==> src/design/mtsq_pkg.sv <==
`timescale 1ns / 1ps
// ----------------------------------------------------------------------------
// mtsq_pkg
// Types, codes and default sizes shared by the sequenced topic queue modules.
// ----------------------------------------------------------------------------
package mtsq_pkg;

   localparam int DEFAULT_TOPICS     = 3;
   localparam int DEFAULT_DEPTH      = 16;
   localparam int DEFAULT_DATA_WIDTH = 32;

   localparam int WORD_W   = 32;
   localparam int LIMIT_W  = 5;
   localparam int OCC_W    = 5;
   localparam int STATUS_W = 3;
   localparam int CMD_W    = 2;
   localparam int TOPIC_W  = 2;

   localparam logic [LIMIT_W-1:0] LIMIT_RESET = 5'd16;
   localparam logic [WORD_W-1:0]  COUNT_MAX   = 32'hFFFF_FFFF;

   // Command codes.
   localparam logic [CMD_W-1:0] CMD_ENQUEUE = 2'd0;
   localparam logic [CMD_W-1:0] CMD_DEQUEUE = 2'd1;
   localparam logic [CMD_W-1:0] CMD_READ    = 2'd2;

   // Status codes.
   localparam logic [STATUS_W-1:0] ST_ENQUEUED  = 3'd0;
   localparam logic [STATUS_W-1:0] ST_FULL      = 3'd1;
   localparam logic [STATUS_W-1:0] ST_EXHAUSTED = 3'd2;
   localparam logic [STATUS_W-1:0] ST_DEQUEUED  = 3'd3;
   localparam logic [STATUS_W-1:0] ST_DEQ_EMPTY = 3'd4;
   localparam logic [STATUS_W-1:0] ST_FOUND     = 3'd5;
   localparam logic [STATUS_W-1:0] ST_MOVED     = 3'd6;
   localparam logic [STATUS_W-1:0] ST_EMPTY     = 3'd7;

   typedef struct packed {
      logic [CMD_W-1:0]   command;
      logic [TOPIC_W-1:0] topic;
      logic [WORD_W-1:0]  payload;
      logic [WORD_W-1:0]  cursor;
   } req_type;

   typedef struct packed {
      logic [STATUS_W-1:0] status;
      logic                not_yet_valid;
      logic [WORD_W-1:0]   entry_number;
      logic [WORD_W-1:0]   data_out;
      logic [WORD_W-1:0]   next_cursor;
      logic [OCC_W-1:0]    occupancy;
   } rsp_type;

   // Result of one step without the data word, which arrives from the store.
   typedef struct packed {
      logic [STATUS_W-1:0] status;
      logic                not_yet_valid;
      logic [WORD_W-1:0]   entry_number;
      logic [WORD_W-1:0]   next_cursor;
      logic [OCC_W-1:0]    occupancy;
      logic                data_sel;
   } result_type;

endpackage

==> src/design/mtsq_store.sv <==
`timescale 1ns / 1ps
// ----------------------------------------------------------------------------
// mtsq_store
// Entry store for all topics: one write port and one registered read port.
// ----------------------------------------------------------------------------
module mtsq_store #(
   parameter int ENTRIES = 48,
   parameter int DATA_W  = 32,
   parameter int ADDR_W  = 6
) (
   input  logic              clock,
   input  logic              wr_en,
   input  logic [ADDR_W-1:0] wr_addr,
   input  logic [DATA_W-1:0] wr_data,
   input  logic              rd_en,
   input  logic [ADDR_W-1:0] rd_addr,
   output logic [DATA_W-1:0] rd_data_ff
);

   logic [DATA_W-1:0] mem [ENTRIES];

   always_ff @(posedge clock) begin
      if (wr_en) begin
         mem[wr_addr] <= wr_data;
      end
   end

   always_ff @(posedge clock) begin
      if (rd_en) begin
         rd_data_ff <= mem[rd_addr];
      end
   end

endmodule

==> src/design/mtsq_engine.sv <==
`timescale 1ns / 1ps
// ----------------------------------------------------------------------------
// mtsq_engine
// Per-topic ring pointers and counters, command decode and store addressing.
// ----------------------------------------------------------------------------
module mtsq_engine #(
   parameter int TOPICS = mtsq_pkg::DEFAULT_TOPICS,
   parameter int DEPTH  = mtsq_pkg::DEFAULT_DEPTH,
   parameter int DATA_W = mtsq_pkg::DEFAULT_DATA_WIDTH,
   parameter int ADDR_W = $clog2(TOPICS * DEPTH)
) (
   input  logic                                clock,
   input  logic                                reset,
   input  logic                                fire,
   input  mtsq_pkg::req_type                   item,
   input  logic [mtsq_pkg::LIMIT_W-1:0]        limit,
   output mtsq_pkg::result_type                result,
   output logic                                wr_en,
   output logic [ADDR_W-1:0]                   wr_addr,
   output logic [DATA_W-1:0]                   wr_data,
   output logic                                rd_en,
   output logic [ADDR_W-1:0]                   rd_addr
);

   localparam int PtrW   = $clog2(DEPTH);
   localparam int TopicW = (TOPICS > 1) ? $clog2(TOPICS) : 1;

   logic [PtrW-1:0]              head_ff  [TOPICS];
   logic [mtsq_pkg::OCC_W-1:0]   fill_ff  [TOPICS];
   logic [mtsq_pkg::WORD_W-1:0]  total_ff [TOPICS];

   logic [PtrW-1:0]              head_in;
   logic [mtsq_pkg::OCC_W-1:0]   fill_in;
   logic [mtsq_pkg::WORD_W-1:0]  total_in;

   logic [TopicW-1:0]            tsel;
   logic                         topic_ok;
   logic [PtrW-1:0]              head;
   logic [mtsq_pkg::OCC_W-1:0]   fill;
   logic [mtsq_pkg::WORD_W-1:0]  total;
   logic [mtsq_pkg::WORD_W-1:0]  oldest;
   logic [mtsq_pkg::LIMIT_W-1:0] lim_used;
   logic [PtrW-1:0]              wr_off;
   logic [PtrW-1:0]              rd_off;
   logic [PtrW:0]                wr_sum;
   logic [PtrW:0]                rd_sum;
   logic [PtrW-1:0]              wr_slot;
   logic [PtrW-1:0]              rd_slot;
   logic [ADDR_W-1:0]            base;
   logic                         do_enq;
   logic                         do_deq;
   logic                         do_rd;
   logic                         moved;

   assign topic_ok = (32'(item.topic) < 32'(TOPICS));
   assign tsel     = TopicW'(item.topic);
   assign head     = topic_ok ? head_ff[tsel]  : '0;
   assign fill     = topic_ok ? fill_ff[tsel]  : '0;
   assign total    = topic_ok ? total_ff[tsel] : '0;
   assign oldest   = total - 32'(fill);

   always_comb begin
      if (limit == '0) begin
         lim_used = mtsq_pkg::LIMIT_W'(1);
      end else if (32'(limit) > 32'(DEPTH)) begin
         lim_used = mtsq_pkg::LIMIT_W'(DEPTH);
      end else begin
         lim_used = limit;
      end
   end

   // Ring slots: the offset never reaches DEPTH, so one subtract wraps the sum.
   assign wr_off  = PtrW'(fill);
   assign rd_off  = moved ? '0 : PtrW'(item.cursor - oldest);
   assign wr_sum  = {1'b0, head} + {1'b0, wr_off};
   assign rd_sum  = {1'b0, head} + {1'b0, rd_off};
   assign wr_slot = (32'(wr_sum) >= 32'(DEPTH)) ? PtrW'(32'(wr_sum) - 32'(DEPTH))
                                                 : PtrW'(wr_sum);
   assign rd_slot = (32'(rd_sum) >= 32'(DEPTH)) ? PtrW'(32'(rd_sum) - 32'(DEPTH))
                                                 : PtrW'(rd_sum);
   assign base    = ADDR_W'(32'(tsel) * 32'(DEPTH));

   always_comb begin
      result.status        = mtsq_pkg::ST_EMPTY;
      result.not_yet_valid = 1'b0;
      result.entry_number  = '0;
      result.next_cursor   = item.cursor;
      result.occupancy     = fill;
      result.data_sel      = 1'b0;
      do_enq = 1'b0;
      do_deq = 1'b0;
      do_rd  = 1'b0;
      moved  = 1'b0;
      case (item.command)
         mtsq_pkg::CMD_ENQUEUE: begin
            if (!topic_ok || fill >= lim_used) begin
               result.status = mtsq_pkg::ST_FULL;
            end else if (total == mtsq_pkg::COUNT_MAX) begin
               result.status = mtsq_pkg::ST_EXHAUSTED;
            end else begin
               result.status       = mtsq_pkg::ST_ENQUEUED;
               result.entry_number = total;
               result.occupancy    = fill + 1'b1;
               do_enq = 1'b1;
            end
         end
         mtsq_pkg::CMD_DEQUEUE: begin
            if (!topic_ok || fill == '0) begin
               result.status = mtsq_pkg::ST_DEQ_EMPTY;
            end else begin
               result.status    = mtsq_pkg::ST_DEQUEUED;
               result.occupancy = fill - 1'b1;
               do_deq = 1'b1;
            end
         end
         mtsq_pkg::CMD_READ: begin
            if (topic_ok && fill != '0) begin
               if (item.cursor < oldest) begin
                  result.status       = mtsq_pkg::ST_MOVED;
                  result.entry_number = oldest;
                  result.next_cursor  = oldest;
                  result.data_sel     = 1'b1;
                  moved = 1'b1;
                  do_rd = 1'b1;
               end else if (item.cursor < total) begin
                  result.status       = mtsq_pkg::ST_FOUND;
                  result.entry_number = item.cursor;
                  result.next_cursor  = item.cursor + 1'b1;
                  result.data_sel     = 1'b1;
                  do_rd = 1'b1;
               end else begin
                  result.not_yet_valid = 1'b1;
               end
            end
         end
         default: begin
         end
      endcase
   end

   assign wr_en   = fire && do_enq;
   assign wr_addr = base + ADDR_W'(wr_slot);
   assign wr_data = DATA_W'(item.payload);
   assign rd_en   = fire && do_rd;
   assign rd_addr = base + ADDR_W'(rd_slot);

   assign head_in  = (32'(head) == DEPTH - 1) ? '0 : head + 1'b1;
   assign fill_in  = result.occupancy;
   assign total_in = total + 1'b1;

   always_ff @(posedge clock) begin
      if (reset) begin
         for (int t = 0; t < TOPICS; t++) begin
            head_ff[t]  <= '0;
            fill_ff[t]  <= '0;
            total_ff[t] <= '0;
         end
      end else if (fire) begin
         if (do_enq) begin
            fill_ff[tsel]  <= fill_in;
            total_ff[tsel] <= total_in;
         end
         if (do_deq) begin
            fill_ff[tsel] <= fill_in;
            head_ff[tsel] <= head_in;
         end
      end
   end

   a_fill_bounded: assert property (@(posedge clock) disable iff (reset)
      topic_ok |-> 32'(fill) <= DEPTH)
      else $error("topic fill exceeds its ring depth");

   a_enq_read_exclusive: assert property (@(posedge clock) disable iff (reset)
      !(wr_en && rd_en))
      else $error("store written and read by the same step");

   a_total_steps: assert property (@(posedge clock) disable iff (reset)
      fire && do_enq |=> total_ff[$past(tsel)] == $past(total) + 1'b1)
      else $error("entry counter did not advance on enqueue");

endmodule

==> src/design/multi_topic_sequenced_queue.sv <==
`timescale 1ns / 1ps
// ----------------------------------------------------------------------------
// multi_topic_sequenced_queue
// Several bounded topic FIFOs whose entries carry consecutive entry numbers.
// ----------------------------------------------------------------------------
// Usage:
//   req_valid/req_stall/req_data carry one command word: enqueue, dequeue the
//   oldest entry, or read by a reader's cursor. rsp_valid/rsp_stall/rsp_data
//   return exactly one result word per command, in order.
//   csr_valid/csr_ready/csr_data write the queue limit; csr_ready is always
//   high. Write it only while no command is in flight.
//   Path: an accepted word is held in the input register, and its result is
//   loaded into the result register, which drives rsp_data.
//   Throughput: one word per cycle unless the result stalls. The input
//   register feeds a single pass of counter and compare logic that updates
//   the topic registers and the entry store and loads the result register
//   at the same edge; the registered store read is captured at that edge too.
//   Stall: while the result waits, one more word is held in the input
//   register; req_stall rises only when both registers are full.
//   Reset clears every topic (empty, entry numbers from zero) and sets the
//   limit to 16. Store contents are not cleared; only held entries are read.
// ----------------------------------------------------------------------------
module multi_topic_sequenced_queue #(
   parameter int TOPICS     = mtsq_pkg::DEFAULT_TOPICS,
   parameter int DEPTH      = mtsq_pkg::DEFAULT_DEPTH,
   parameter int DATA_WIDTH = mtsq_pkg::DEFAULT_DATA_WIDTH
) (
   input  logic                          clock,
   input  logic                          reset,
   input  logic                          req_valid,
   output logic                          req_stall,
   input  mtsq_pkg::req_type             req_data,
   output logic                          rsp_valid,
   input  logic                          rsp_stall,
   output mtsq_pkg::rsp_type             rsp_data,
   input  logic                          csr_valid,
   output logic                          csr_ready,
   input  logic [mtsq_pkg::LIMIT_W-1:0]  csr_data
);

   localparam int StoreW = (DATA_WIDTH < mtsq_pkg::WORD_W) ? DATA_WIDTH
                                                           : mtsq_pkg::WORD_W;
   localparam int AddrW  = $clog2(TOPICS * DEPTH);

   logic                          in_valid_ff;
   logic                          in_valid_in;
   mtsq_pkg::req_type             in_word_ff;
   logic                          out_valid_ff;
   logic                          out_valid_in;
   mtsq_pkg::result_type          out_res_ff;
   logic [mtsq_pkg::LIMIT_W-1:0]  limit_ff;

   logic                          out_free;
   logic                          advance;
   logic                          accept;
   mtsq_pkg::result_type          result;
   logic                          wr_en;
   logic [AddrW-1:0]              wr_addr;
   logic [StoreW-1:0]             wr_data;
   logic                          rd_en;
   logic [AddrW-1:0]              rd_addr;
   logic [StoreW-1:0]             rd_data;

   assign out_free  = !out_valid_ff || !rsp_stall;
   assign advance   = in_valid_ff && out_free;
   assign req_stall = in_valid_ff && !out_free;
   assign accept    = req_valid && !req_stall;
   assign csr_ready = 1'b1;

   assign in_valid_in  = accept || (in_valid_ff && !advance);
   assign out_valid_in = advance || (out_valid_ff && rsp_stall);

   always_ff @(posedge clock) begin
      if (reset) begin
         in_valid_ff  <= 1'b0;
         out_valid_ff <= 1'b0;
         limit_ff     <= mtsq_pkg::LIMIT_RESET;
      end else begin
         in_valid_ff  <= in_valid_in;
         out_valid_ff <= out_valid_in;
         if (csr_valid && csr_ready) begin
            limit_ff <= csr_data;
         end
      end
   end

   always_ff @(posedge clock) begin
      if (accept) begin
         in_word_ff <= req_data;
      end
      if (advance) begin
         out_res_ff <= result;
      end
   end

   mtsq_engine #(
      .TOPICS (TOPICS),
      .DEPTH  (DEPTH),
      .DATA_W (StoreW),
      .ADDR_W (AddrW)
   ) u_engine (
      .clock   (clock),
      .reset   (reset),
      .fire    (advance),
      .item    (in_word_ff),
      .limit   (limit_ff),
      .result  (result),
      .wr_en   (wr_en),
      .wr_addr (wr_addr),
      .wr_data (wr_data),
      .rd_en   (rd_en),
      .rd_addr (rd_addr)
   );

   mtsq_store #(
      .ENTRIES (TOPICS * DEPTH),
      .DATA_W  (StoreW),
      .ADDR_W  (AddrW)
   ) u_store (
      .clock      (clock),
      .wr_en      (wr_en),
      .wr_addr    (wr_addr),
      .wr_data    (wr_data),
      .rd_en      (rd_en),
      .rd_addr    (rd_addr),
      .rd_data_ff (rd_data)
   );

   // The store read is captured at the same edge as the result register and
   // is only refreshed by the next read, so it holds while the word stalls.
   always_comb begin
      rsp_data.status        = out_res_ff.status;
      rsp_data.not_yet_valid = out_res_ff.not_yet_valid;
      rsp_data.entry_number  = out_res_ff.entry_number;
      rsp_data.data_out      = out_res_ff.data_sel ? mtsq_pkg::WORD_W'(rd_data) : '0;
      rsp_data.next_cursor   = out_res_ff.next_cursor;
      rsp_data.occupancy     = out_res_ff.occupancy;
   end

   assign rsp_valid = out_valid_ff;

   a_stall_only_when_full: assert property (@(posedge clock) disable iff (reset)
      req_stall |-> in_valid_ff && out_valid_ff && rsp_stall)
      else $error("input stalled with room in the pipeline");

   a_nyv_with_empty: assert property (@(posedge clock) disable iff (reset)
      rsp_valid && rsp_data.not_yet_valid |-> rsp_data.status == mtsq_pkg::ST_EMPTY)
      else $error("not-yet-valid flag without empty status");

   a_data_only_on_read: assert property (@(posedge clock) disable iff (reset)
      rsp_valid && out_res_ff.data_sel |->
         rsp_data.status == mtsq_pkg::ST_FOUND || rsp_data.status == mtsq_pkg::ST_MOVED)
      else $error("data word selected for a result that returns no entry");

endmodule
==> config.mk <==
export PLATFORM = sky130hd
export DESIGN_NAME = multi_topic_sequenced_queue
export DESIGN_NICKNAME = d
export VERILOG_FILES = /design/src/design/mtsq_pkg.sv /design/src/design/mtsq_store.sv /design/src/design/mtsq_engine.sv /design/src/design/multi_topic_sequenced_queue.sv
export SDC_FILE = /design/constraint.sdc
export NUM_CORES = 2
export LEC_CHECK = 0
export ABC_AREA = 1
export BUFFER_PORTS_ARGS = -buffer_cell sky130_fd_sc_hd__buf_4
export CORE_MARGIN = 2
export CORE_UTILIZATION = 45
export CTS_BUF_LIST = sky130_fd_sc_hd__clkbuf_16
export DETAILED_ROUTE_END_ITERATION = 12
export HOLD_SLACK_MARGIN = 0.15
export PLACE_DENSITY = 0.73
export SYNTH_ARGS = -nofsm -noshare
export SYNTH_HDL_FRONTEND = slang
export SYNTH_SLANG_ARGS = --single-unit
==> constraint.sdc <==
create_clock -name clock -period 9.62 [get_ports clock]
set_input_delay 1.924 -clock clock [delete_from_list [all_inputs] [get_ports clock]]
set_output_delay 1.924 -clock clock [all_outputs]
set_load 0.01 [all_outputs]
==> impl_metrics.json <==
{
  "comb_power_share_pct": 33.6,
  "synth.area.top_cells": "edfxtp_1 (70%), nand2_1 (5.5%), nor2_1 (2.5%), mux2i_1 (2.4%), o221ai_1 (2.1%)",
  "synthCells": 6293,
  "setup_viol": 0,
  "yosysSeqAreaShare_pct": 70.2,
  "p_int_mw": 15.6,
  "yosys_most_used_dff": "edfxtp_1",
  "ctsHoldBuffers": 0,
  "dr_total_vias": 53200,
  "cts_tree": "done",
  "start_kind": "register",
  "grt_overflow_total": 0,
  "dp_hpwl_um": 127000,
  "clockPowerShare_pct": 28.7,
  "ys_types": 58,
  "clk_latency_ns": 0.86,
  "max_stage_delay_ns": 1.03,
  "p_leak_nw": 31.6,
  "worstPathMaxFanout": 57,
  "track_usage_pct": 23.9,
  "cts_max_level": 4,
  "cts_setup_buffers": 0,
  "grt_pass1_wl_um": 326000,
  "initial_utilization_pct": 45.2,
  "num_rows": 155,
  "io_pins": 186,
  "p_sw_share_pct": 36.6,
  "grt_max_degree": 137,
  "peakVddDrop_v": 0.000549,
  "dieWidth_um": 427,
  "rsz0062_at_grt": "false",
  "drv_cap": 0,
  "die-height_um": 427,
  "hold_violations": 0,
  "place_area_mm2": 0.0843,
  "max_freq_mhz": 116,
  "final_layout_size_suffix_gt1_share_pct": 11.4,
  "avgViaCountPerCell": 5.99,
  "postSynthAreaPerCell_um2": 12.8,
  "fillers": 14700,
  "p_per_area_mw_per_mm2": 273,
  "antenna_found_initial": 6,
  "layout_commonest_cell": "edfxtp_1",
  "clock_sinks": 1883,
  "arrival_ns": 9.28,
  "relSlewSlack_pct": 24.7,
  "drc": 0,
  "worstSetupPathType": "register to register",
  "synth_top_cell_area_share_pct": 70.0,
  "synth_edf_count": 1874,
  "cts_root_buffer": "clkbuf_16",
  "nets": 6540,
  "area_growth_pct": 12.2,
  "cts_buffer_depth": 3,
  "yosys_warnings": 0,
  "numCtsBuffers": 184,
  "setup_tns_ns": 0,
  "worst_pin_slew_ns": 1.13,
  "coreArea_mm2": 0.178,
  "synth_async_sr_flop_share_pct": 0,
  "fin_area_mm2": 0.0902,
  "routed_wl_um": 222000,
  "seqPwrFrac_pct": 37.6,
  "wl_per_cell_um": 25.0,
  "ant_nets": 0,
  "fin_skew_ns": 0.0676,
  "ys_ff_latch": 1883,
  "end_kind": "register",
  "die_area_mm2": 0.182,
  "clkTransAtPathRegs_ns": 0.06,
  "timing.final.crit_share_pct": 89.4,
  "layout_min_cycle_time_ns": 8.60,
  "synthesis.area_mm2": 0.0804,
  "yosysTopAreaCell": "edfxtp_1",
  "first_pass_iters": 8,
  "cpMaxStageDelayCell": "fa_4",
  "grt_pass1_vias": 51300,
  "hp-class": "register to register",
  "slew_viol_final": 0,
  "ctsResizeCount": 0,
  "place_congestion": 0.926,
  "drt_iter0_markers": 6970,
  "cp.required_ns": 10.30,
  "port_buffers": 184,
  "mostFrequentLayoutCells": "edfxtp_1 (1874), nand2_1 (1183), nor2_1 (485)",
  "p_switching_mw": 9.02,
  "status": "finished clean",
  "cp_common_cell": "nand2_1"
}
area by class of cell:
| cell class | count | area, µm² | area share, % |
|---|---|---|---|
| Timing Repair Buffer | 326 | 2670 | 2.96 |
| Antenna cell | 1 | 2.50 | 0.00277 |
| Clock buffer | 184 | 4600 | 5.10 |
| Sequential cell | 1883 | 56500 | 62.6 |
| Inverter | 274 | 1050 | 1.16 |
| Tap cell | 2355 | 2950 | 3.27 |
| Multi-Input combinational cell | 3707 | 21100 | 23.4 |
| Clock inverter | 152 | 1380 | 1.53 |
registers in the layout (all words and copies together), names as in the netlist, named ones only:
signal              cells
in_word_ff             68
rsp_data               73
u_store.mem          1536
u_store.rd_data_ff     32
u_engine.fill_ff       20
u_engine.total_ff     128
in_valid_ff             1
limit_ff                5
out_res_ff              1
u_engine.head_ff       16
rsp_valid               1
cells by family after synthesis:
group	count (synthesis)	share of synthesized area, %
adders and majority gates	86	1.37
DFF	1883	70.2
and+or+nand+nor	2070	10.8
xor gates and xnor gates	90	0.980
buffers and inverters	743	4.26
AOI/OAI and AO/OA	1227	10.0
other	2	0.00934
muxes	192	2.39
cells in the mapped netlist (all sizes together) (186+ instances only):
master,count
edfxtp,1874
buf,186
a21oi,279
nor2,543
inv,272
o21ai,341
nand2,1202
o221ai,195
nand3,202
mux2i,192
clkbuf,283
a32oi,192
routing by layer:
layer,global-route usage [%],vias to the layer above,part of all wire [%]
met1,30.4,26400,38
met2,40.0,2929,49
met3,3.61,589,8.5
li1,-,23300,-
met5,0,-,0.025
met4,11.9,8,5.2
worst max-delay path: cells and delay by family (launching register included):
family	cells	cell delay [ns]
XOR/XNOR	1	0.19
flip-flops	1	0.48
buffers and inverters	8	1.79
adder cells (fa/ha/maj)	4	1.79
AO/OA/AOI/OAI	4	0.64
AND/OR/NAND/NOR	23	3.49
through the flow:
step / hold WS [ns] / utilization [%] / instances / worst slack, ns / total power, mW
detailed placement: 0.526 / 47.3 / 8545 / 1.14 / 17.6
global route: 0.576 / 50.7 / 8881 / 0.495 / 25.7
CTS: 0.542 / 50.7 / 8881 / 1.16 / 24.6
floorplan: 0.445 / - / 6333 / 2.15 / 15.2
global placement: 0.515 / 47.3 / 8545 / 1.35 / 17.4
finish: 0.548 / 50.7 / 8882 / 1.02 / 24.7
power groups by stage:
stage	Sequential, mW	Clock (mW)	Combinational (mW)
after CTS	9.28	7.15	8.22
after global routing	9.28	7.46	8.99
after detailed placement	9.45	0	8.17
after global placement	9.45	0	7.92
final	9.28	7.08	8.29
after floorplan	9.47	0	5.69
path summary, 6_finish.rpt:
path              slack (ns)  cells after the start                              end                startpoint
setup / recovery        1.02                     40  u_store.rd_data_ff[6]$_DFFE_PP_  in_word_ff[64]$_DFFE_PP_
setup reg to reg        1.02                     40  u_store.rd_data_ff[6]$_DFFE_PP_  in_word_ff[64]$_DFFE_PP_
hold reg to reg         0.55                      2         limit_ff[3]$_SDFFE_PP0P_  limit_ff[3]$_SDFFE_PP0P_
hold / removal          0.55                      2         limit_ff[3]$_SDFFE_PP0P_  limit_ff[3]$_SDFFE_PP0P_
Power figures use the tool's default switching activity.
